===== config.mk =====
export PLATFORM = sky130hd
export DESIGN_NAME = wfe_ctrl
export DESIGN_NICKNAME = d
export VERILOG_FILES = /design/src/wfe_pkg.sv /design/src/wfe_ctrl.sv
export SDC_FILE = /design/constraint.sdc
export NUM_CORES = 1
export LEC_CHECK = 0
export ABC_AREA = 1
export BUFFER_PORTS_ARGS = -buffer_cell sky130_fd_sc_hd__buf_2
export CAP_MARGIN = 40
export CORE_MARGIN = 2
export CORE_UTILIZATION = 45
export DETAILED_ROUTE_END_ITERATION = 8
export PLACE_DENSITY_LB_ADDON = 0.2
export SYNTH_ARGS = -nofsm -noshare
export SYNTH_HDL_FRONTEND = slang
export SYNTH_SLANG_ARGS = --single-unit

===== constraint.sdc =====
create_clock -name clk_i -period 3.7 [get_ports clk_i]
set_input_delay 0.74 -clock clk_i [delete_from_list [all_inputs] [get_ports clk_i]]
set_output_delay 0.74 -clock clk_i [all_outputs]
set_load 0.005 [all_outputs]

===== src/wfe_pkg.sv =====
// ----------------------------------------------------------------------------
// wfe_pkg
// Constants, types and helpers for the WalkSAT flip engine.
// ----------------------------------------------------------------------------
`default_nettype none

package wfe_pkg;

  localparam int LITS_PER_CLAUSE = 3;
  localparam int MAX_VARS        = 1024;
  localparam int MAX_CLAUSES     = 4096;
  localparam int MAX_OCCURRENCES = 32;

  // port field widths
  localparam int CMD_W   = 3;
  localparam int CIDX_W  = 12;
  localparam int SLOT_W  = 2;
  localparam int VAR_W   = 11;
  localparam int PICK_W  = 16;
  localparam int NOISE_W = 10;
  localparam int CCNT_W  = 13;
  localparam int CFG_IDX_W  = 1;
  localparam int CFG_DATA_W = 13;

  // internal widths
  localparam int KW   = $clog2(LITS_PER_CLAUSE);
  localparam int VW   = $clog2(MAX_VARS);
  localparam int CW   = $clog2(MAX_CLAUSES);
  localparam int OW   = $clog2(MAX_OCCURRENCES);
  localparam int OCW  = $clog2(MAX_OCCURRENCES + 1);
  localparam int TW   = $clog2(LITS_PER_CLAUSE + 1);
  localparam int LENW = $clog2(MAX_CLAUSES + 1);
  localparam int CTAW = $clog2(MAX_CLAUSES * LITS_PER_CLAUSE);
  localparam int OTAW = VW + OW;
  localparam int DIVW = $clog2(PICK_W);

  typedef enum logic [CMD_W-1:0] {
    CMD_LOAD  = 3'd0,
    CMD_SET   = 3'd1,
    CMD_START = 3'd2,
    CMD_FLIP  = 3'd3,
    CMD_READ  = 3'd4
  } wfe_cmd_e;

  typedef enum logic [CFG_IDX_W-1:0] {
    CFG_CLAUSE_COUNT = 1'b0,
    CFG_NOISE        = 1'b1
  } wfe_cfg_e;

  typedef enum logic [4:0] {
    ST_CLEAR, ST_IDLE, ST_DECODE, ST_LD_RD, ST_LD_WR, ST_RD_A,
    ST_TRY_C, ST_TRY_L, ST_TRY_V, ST_TRY_A, ST_TRY_W,
    ST_DIV, ST_FL_PICK, ST_FL_CL, ST_FL_LIT, ST_FL_VAR, ST_FL_N,
    ST_FL_K, ST_FL_O, ST_FL_T, ST_FL_SCORE, ST_FL_NOISE, ST_FL_NZ,
    ST_UP_V, ST_UP_N, ST_UP_K, ST_UP_O, ST_UP_T, ST_UP_L, ST_UP_E,
    ST_FLIP, ST_FIN
  } wfe_state_e;

  typedef struct packed {
    logic [VW-1:0] var0;
    logic          neg;
  } wfe_lit_t;

  typedef struct packed {
    logic [CW-1:0] clause;
    logic          neg;
  } wfe_occ_t;

  typedef struct packed {
    wfe_state_e op;
    logic       accept;
  } wfe_ctrl_cmd_t;

  typedef struct packed {
    logic [CMD_W-1:0] cmd;
    logic load_ok;
    logic len_zero;
    logic c_done;
    logic c_active;
    logic l_last;
    logic k_done;
    logic div_last;
    logic noise_hit;
    logic erase_need;
    logic clr_last;
    logic out_free;
  } wfe_ctrl_sts_t;

  function automatic logic [CTAW-1:0] ct_addr(logic [CW-1:0] c, logic [KW-1:0] l);
    return CTAW'(c) * CTAW'(LITS_PER_CLAUSE) + CTAW'(l);
  endfunction

endpackage

`default_nettype wire


===== src/wfe_ctrl.sv =====
// ----------------------------------------------------------------------------
// wfe_ctrl
// Sequencer for the flip engine: steps the datapath through each command.
// ----------------------------------------------------------------------------
`default_nettype none

module wfe_ctrl (
  input  logic                   clk_i,
  input  logic                   rst_ni,
  input  logic                   in_valid_i,
  output logic                   in_ready_o,
  input  wfe_pkg::wfe_ctrl_sts_t sts_i,
  output wfe_pkg::wfe_ctrl_cmd_t cmd_o
);
  import wfe_pkg::*;

  wfe_state_e state_q, state_d;

  always_ff @(posedge clk_i or negedge rst_ni) begin
    if (!rst_ni) begin
      state_q <= ST_CLEAR;
    end else begin
      state_q <= state_d;
    end
  end

  always_comb begin
    state_d      = state_q;
    in_ready_o   = (state_q == ST_IDLE);
    cmd_o.op     = state_q;
    cmd_o.accept = in_valid_i && (state_q == ST_IDLE);
    case (state_q)
      ST_CLEAR:    if (sts_i.clr_last) state_d = ST_IDLE;
      ST_IDLE:     if (in_valid_i) state_d = ST_DECODE;
      ST_DECODE: begin
        case (sts_i.cmd)
          CMD_LOAD:  state_d = sts_i.load_ok ? ST_LD_RD : ST_FIN;
          CMD_START: state_d = ST_TRY_C;
          CMD_FLIP:  state_d = sts_i.len_zero ? ST_FIN : ST_DIV;
          CMD_READ:  state_d = ST_RD_A;
          default:   state_d = ST_FIN;
        endcase
      end
      ST_LD_RD:    state_d = ST_LD_WR;
      ST_LD_WR:    state_d = ST_FIN;
      ST_RD_A:     state_d = ST_FIN;
      ST_TRY_C: begin
        if (sts_i.c_done) state_d = ST_FIN;
        else if (sts_i.c_active) state_d = ST_TRY_L;
      end
      ST_TRY_L:    state_d = ST_TRY_V;
      ST_TRY_V:    state_d = ST_TRY_A;
      ST_TRY_A:    state_d = sts_i.l_last ? ST_TRY_W : ST_TRY_L;
      ST_TRY_W:    state_d = ST_TRY_C;
      ST_DIV:      if (sts_i.div_last) state_d = ST_FL_PICK;
      ST_FL_PICK:  state_d = ST_FL_CL;
      ST_FL_CL:    state_d = ST_FL_LIT;
      ST_FL_LIT:   state_d = ST_FL_VAR;
      ST_FL_VAR:   state_d = ST_FL_N;
      ST_FL_N:     state_d = ST_FL_K;
      ST_FL_K:     state_d = sts_i.k_done ? ST_FL_SCORE : ST_FL_O;
      ST_FL_O:     state_d = ST_FL_T;
      ST_FL_T:     state_d = ST_FL_K;
      ST_FL_SCORE: state_d = sts_i.l_last ? ST_FL_NOISE : ST_FL_LIT;
      ST_FL_NOISE: state_d = sts_i.noise_hit ? ST_FL_NZ : ST_UP_V;
      ST_FL_NZ:    state_d = ST_UP_V;
      ST_UP_V:     state_d = ST_UP_N;
      ST_UP_N:     state_d = ST_UP_K;
      ST_UP_K:     state_d = sts_i.k_done ? ST_FLIP : ST_UP_O;
      ST_UP_O:     state_d = ST_UP_T;
      ST_UP_T:     state_d = ST_UP_L;
      ST_UP_L:     state_d = sts_i.erase_need ? ST_UP_E : ST_UP_K;
      ST_UP_E:     state_d = ST_UP_K;
      ST_FLIP:     state_d = ST_FIN;
      ST_FIN:      if (sts_i.out_free) state_d = ST_IDLE;
      default:     state_d = ST_IDLE;
    endcase
  end

endmodule

`default_nettype wire


==> results of run 1 <==
-- metrics by stage --
step	total power, mW	area [um^2]
after global placement	0.859	1050
after floorplan	0.686	923
after detailed placement	0.854	1050
after CTS	0.921	1080
after global routing	1.03	1080
final	0.927	1080
-- how the worst max path moves through the flow --
| stage | from | to | slack [ns] | cells past startpoint |
|---|---|---|---|---|
| 6_report | state_q[0] | cmd_o[0] | 1.45 | 5 |
| 5_1_grt | state_q[2] | cmd_o[0] | 1.33 | 6 |
| 4_1_cts | state_q[0] | cmd_o[0] | 1.46 | 5 |
| 3_5_place_dp | state_q[0] | cmd_o[0] | 1.73 | 5 |
| 3_3_place_gp | state_q[0] | cmd_o[0] | 1.72 | 5 |
| 2_1_floorplan | state_q[2] | cmd_o[0] | 1.97 | 5 |
-- power groups by stage --
stage	sequential [mW]	clock [mW]	combinational (mW)
6_report	0.178	0.0622	0.687
3_3_place_gp	0.172	0	0.686
4_1_cts	0.176	0.0638	0.681
2_1_floorplan	0.139	0	0.547
5_1_grt	0.183	0.0697	0.775
3_5_place_dp	0.177	0	0.677
-- cells in the final DEF (no fill, tap or decap), drive strengths merged --
| cell | instances |
|---|---|
| nor2 | 35 |
| nand2 | 74 |
| buf | 23 |
| nand3 | 19 |
| o22ai | 1 |
| a21oi | 1 |
| o21ai | 8 |
| nor3 | 4 |
| inv | 20 |
| nand4 | 3 |
| clkbuf | 4 |
| o211ai | 1 |
| dfrtp | 5 |
| o31ai | 2 |
| nand3b | 1 |
-- worst register-to-register path, cell delays in order, from the launching register on --
cell and delay (ns):
dfrtp_1 0.67, inv_2 0.26, nand2_1 0.16, nor2_1 0.10, nand2_1 0.08, nand2_1 0.05, nor3_1 0.19, nand2_1 0.10
nand2_1 0.07, nand2_1 0.05
-- logic make-up (layout without fill, tap and decap cells) --
logic type	Yosys count	count (layout)	share of synthesized area (%)
DFF	5	5	13.6
buffers and inverters	23	47	10.3
and+or+nand+nor	136	136	65.9
AOI/OAI and AO/OA	13	13	10.3
-- routing by layer --
metal	global-route usage, %	vias to the layer above
li1	-	609
met1	30.5	525
met2	41.9	59
met3	4.29	6
met4	8.57	0
met5	0	-
-- area by class of cell --
cell class / count / share of cell area, %
clock buffers: 4 / 2.44
inverters: 20 / 6.96
multi-input cells: 149 / 65.2
flip-flops and latches: 5 / 11.6
well taps: 27 / 3.13
repair buffers: 23 / 10.7
==> run_results.csv, run 1 <==
group,metric,value,unit
placed_design,gp_congestion,1.04,
route,finalWirelength,2810,um
timing,max_freq,445,MHz
global_routing,grt_usage,24.5,%
timing,timing.hold.ws,0.301,ns
route,met3_length,224,um
global_routing,grt_max_degree,17,
floorplanning,io-pin-count,24,
route,drt-met1-wl,1190,um
clocking,cts_tree,"built",
power_and_ir_drop,sw_frac_of_total,60.9,%
yosys,synth_nets,194,
route,drtAntennaViolNets,0,
yosys,ys_seq_elements,5,
floorplanning,start_util,47.6,%
setup_path,crit_family,"simple AND/OR/NAND/NOR gates",
clocking,clock_sinks,5,
setup_path,crit_chain,"inv_2 > nor2_2 > nand2_2 > nor2_1 > buf_2",
global_routing,overflow,0,
timing,final.setup.tns,0,ns
route,firstDrtPassIters,4,
setup_path,slowest_delay,0.52,ns
yosys,synthTopCellsByCount,"nand2_1, nor2_1, nand3_1",
floorplanning,die_area,2430,um^2
finish,finalNonFillerCells,228,
clocking,cts_max_path_buffers,2,
yosys,synth_edf_count,0,
clocking,ctsHoldBuffers,0,
finish,drive_gt1_share,25.9,%
finish,regArea,125,um^2
route,drc_errors,0,
finish,utilization,55.5,%
power_and_ir_drop,power.switching,565,uW
yosys,synth-async-reset-ratio,100,%
run,maxCapViolations,0,
power_and_ir_drop,share_comb_of_total_power,74.1,%
hold_path,hold_class,"in -> async",
finish,finalNetCount,219,
yosys,ys_warn_count,0,
placed_design,dp.cells,224,
floorplanning,die_h,49.3,um
clocking,ctsResizeCount,0,
timing,drv_slew,0,
timing,fin_skew,0.00725,ns
clocking,clock_latency,0.24,ns
floorplanning,die_w,49.3,um
global_routing,grt_antenna_before_repair,0,
route,vias,1199,
setup_path,r2r_start,"state_q[4]",
timing,worst_pin_slew,0.531,ns
yosys,ys.flop_type,"dfrtp_1",
setup_path,reg2reg_depth,9,
timing,setup_violations,0,
setup_path,critPathRequiredTime,2.96,ns
clocking,post_cts_buffers,0,
power_and_ir_drop,internal-power,362,uW
yosys,synthesis.area,923,um^2
placed_design,portBuffers,23,
clocking,htree_levels,1,
setup_path,critPathKind,"reg -> out",
timing,maxSlewHeadroom,64.6,%
clocking,cts.clk_slew.worst_paths,0.05,ns
placed_design,place_ws,1.73,ns
power_and_ir_drop,power_frac_clock,6.7,%
outcome,status,"finished, final reports clean",
yosys,yosysMostFrequentCell,"nand2_1",
floorplanning,row_count,16,
setup_path,crit_buf_inv,2,
route,topRoutingLayerUsed,"met4",
finish,multi_input_area,703,um^2
finish,largest_reg_flops,5,
global_routing,grt_pass1_vias,1075,
setup_path,critPathCaptureType,"output port",
finish,syn2layout_area_growth,16.8,%
route,wl_per_cell,12.3,um
yosys,yosysTopAreaCellShare,27.6,%
yosys,ys_seq_area_share,13.6,%
yosys,yosysTopAreaCell,"nand2_1",
clocking,cts-buffers-inserted,3,
yosys,synthCells,177,
setup_path,r2r-end,"state_q[2]",
setup_path,worstPathArrival,1.51,ns
setup_path,startpoint_type,"register",
finish,top_register,"state_q",
timing,setup_ws,1.45,ns
power_and_ir_drop,power.density,859,nW/um^2
finish,diodes,0,
yosys,syn_area_per_cell,5.22,um^2
setup_path,r2r_slack,1.86,ns
clocking,cts_root_buf,"clkbuf_4",
power_and_ir_drop,p_leak,0.650,nW
global_routing,grt_pass1_wl,4610,um
timing,fin_crit_sh,60.7,%
setup_path,crit_path_max_fanout,9,
timing,finalHoldViolations,0,
timing,min_period,2.25,ns
finish,reg.largest.list,"state_q (5)",
yosys,ys_types,23,
floorplanning,core,1940,um^2
route,via_per_inst,5.26,
route,met2_length,1340,um
setup_path,crit_slowest_cell,"dfrtp_1",
placed_design,hpwl,2360,um
yosys,synth_area_leaders,"nand2_1, dfrtp_1, nor2_1",
power_and_ir_drop,vdd_drop_max,0.670,mV
finish,fill_cells,213,
power_and_ir_drop,p_seq_share,19.2,%
route,dr.first_iter.drc_count,49,
timing,rsz0062_at_grt,"no",
No activity file was read; power rests on OpenSTA's default activity.
==> inputs of run 2 (changes only) <==
==> constraint.sdc (replaced) <==
create_clock -name clk_i -period 2 [get_ports clk_i]
set_input_delay 0.4 -clock clk_i [delete_from_list [all_inputs] [get_ports clk_i]]
set_output_delay 0.4 -clock clk_i [all_outputs]
set_load 0.005 [all_outputs]
==> run_results.csv, run 2 (synthesis gave the netlist of run 1 again) <==
group,metric,value,unit
outcome,status,"finished, final reports clean",
floorplanning,die_w,49.3,um
clocking,cts_tree,"built",
power_and_ir_drop,p_total,1.77,mW
setup_path,crit_path_max_fanout,8,
power_and_ir_drop,share_comb_of_total_power,76.9,%
clocking,cts_max_path_buffers,2,
timing,setup_violations,0,
route,vias,1246,
power_and_ir_drop,vdd_drop_max,1.21,mV
finish,final_cell_mix,"nand2_1, nor2_1, buf_2, nand3_1, inv_1",
power_and_ir_drop,p_seq_share,16.4,%
route,firstDrtPassIters,5,
global_routing,grt_max_degree,15,
finish,final_cell_area,1110,um^2
hold_path,hold_class,"in -> async",
floorplanning,die_area,2430,um^2
run,maxCapViolations,0,
route,drc_errors,0,
global_routing,grt_antenna_before_repair,0,
finish,final_common_cell,"nand2_1",
timing,drv_slew,0,
setup_path,worstPathArrival,1.49,ns
setup_path,r2r_slack,0.32,ns
setup_path,crit_slowest_cell,"dfrtp_1",
setup_path,crit_top_cell,"nand2_2",
timing,fin_crit_sh,94.5,%
global_routing,grt_pass1_vias,1062,
finish,diodes,0,
power_and_ir_drop,power_frac_clock,6.7,%
floorplanning,start_util,47.6,%
timing,fin_skew,0.00760,ns
finish,syn2layout_area_growth,20.1,%
power_and_ir_drop,p_leak,0.665,nW
finish,top_register,"state_q",
route,dr.first_iter.drc_count,117,
clocking,htree_levels,1,
clocking,cts-buffers-inserted,3,
floorplanning,core,1940,um^2
clocking,post_cts_buffers,0,
clocking,cts.clk_slew.worst_paths,0.05,ns
global_routing,overflow,0,
power_and_ir_drop,power.switching,1.07,mW
floorplanning,die_h,49.3,um
finish,fill_cells,197,
placed_design,portBuffers,23,
timing,worst_pin_slew,0.378,ns
setup_path,critPathRequiredTime,1.60,ns
placed_design,gp_congestion,0.959,
setup_path,critPathKind,"reg -> out",
timing,rsz0062_at_grt,"no",
placed_design,hpwl,2250,um
global_routing,grt_usage,23.8,%
clocking,cts_root_buf,"clkbuf_4",
timing,min_period,1.89,ns
power_and_ir_drop,sw_frac_of_total,60.3,%
setup_path,slowest_delay,0.50,ns
placed_design,placed_area,1070,um^2
power_and_ir_drop,power.density,1590,nW/um^2
timing,finalHoldViolations,0,
route,drtAntennaViolNets,0,
timing,max_freq,529,MHz
timing,final.setup.tns,0,ns
route,wl_per_cell,12.2,um
floorplanning,io-pin-count,24,
finish,largest_reg_flops,5,
setup_path,startpoint_type,"register",
finish,multi_input_area,708,um^2
power_and_ir_drop,internal-power,702,uW
setup_path,critPathCaptureType,"output port",
clocking,clock_latency,0.25,ns
finish,reg.largest.list,"state_q (5)",
floorplanning,row_count,16,
global_routing,grt_pass1_wl,4600,um
route,via_per_inst,5.39,
finish,drive_gt1_share,26.5,%
finish,finalNetCount,222,
finish,regArea,125,um^2
setup_path,crit_chain,"inv_2 > nand2_2 > nor2_2 > nand2_2 > nor2_1 > buf_2",
timing,maxSlewHeadroom,74.8,%
route,finalWirelength,2820,um
clocking,clock_sinks,5,
-- run 2: layout make-up --
class / instances / share of cell area (%)
clock buffers: 4 / 2.37
repair buffers: 26 / 12.6
inverters: 20 / 6.77
flip-flops and latches: 5 / 11.3
multi-input cells: 149 / 63.9
well taps: 27 / 3.05
-- run 2: power groups by stage --
stage	Sequential, mW	Combinational [mW]	Clock (mW)
floorplan	0.258	1.01	0
global placement	0.280	1.32	0
detailed placement	0.281	1.31	0
CTS	0.280	1.32	0.120
global route	0.295	1.52	0.134
finish	0.289	1.36	0.118
-- run 2: worst paths after layout --
kind | to | cells past startpoint | start
max | cmd_o[0] | 6 | state_q[2]
min | state_q[3] | 2 | rst_ni
min reg2reg | state_q[0] | 2 | state_q[0]
max in group asynchronous | state_q[2] | 2 | rst_ni
max reg2reg | state_q[2] | 11 | state_q[0]
min in group clk_i | state_q[4] | 4 | sts_i[0]
-- run 2: worst max-delay path, delay by kind of cell, from the launching register on --
family	cells	cell delay, ns
flip-flops	1	0.50
buffers and inverters	2	0.31
AND/OR/NAND/NOR	4	0.43
-- run 2: metrics by stage --
| step | cells | hold WS, ns | util, % | setup slack (ns) |
|---|---|---|---|---|
| final | 231 | 0.505 | 57.1 | 0.110 |
| after global routing | 231 | 0.515 | 57.1 | 0.0221 |
| after CTS | 231 | 0.501 | 56.8 | 0.139 |
| after detailed placement | 226 | 0.216 | 55.0 | 0.373 |
| after global placement | 226 | 0.215 | 55.0 | 0.362 |
| after floorplan | 177 | 0.104 | - | 0.584 |
-- run 2: what timing repair did --
item,in CTS,in global routing
hold buffers,1,0
gates resized for setup,0,1
endpoints found under the hold margin,5,0
setup endpoints to repair,0,1
-- run 2: per-layer routing --
layer | vias to the layer above | GRT usage, % | share of wire [%]
li1 | 619 | - | -
met1 | 530 | 32.5 | 41
met2 | 87 | 38.5 | 45
met3 | 10 | 5.21 | 12
met4 | 0 | 4.29 | 1.8
met5 | - | 0 | 0
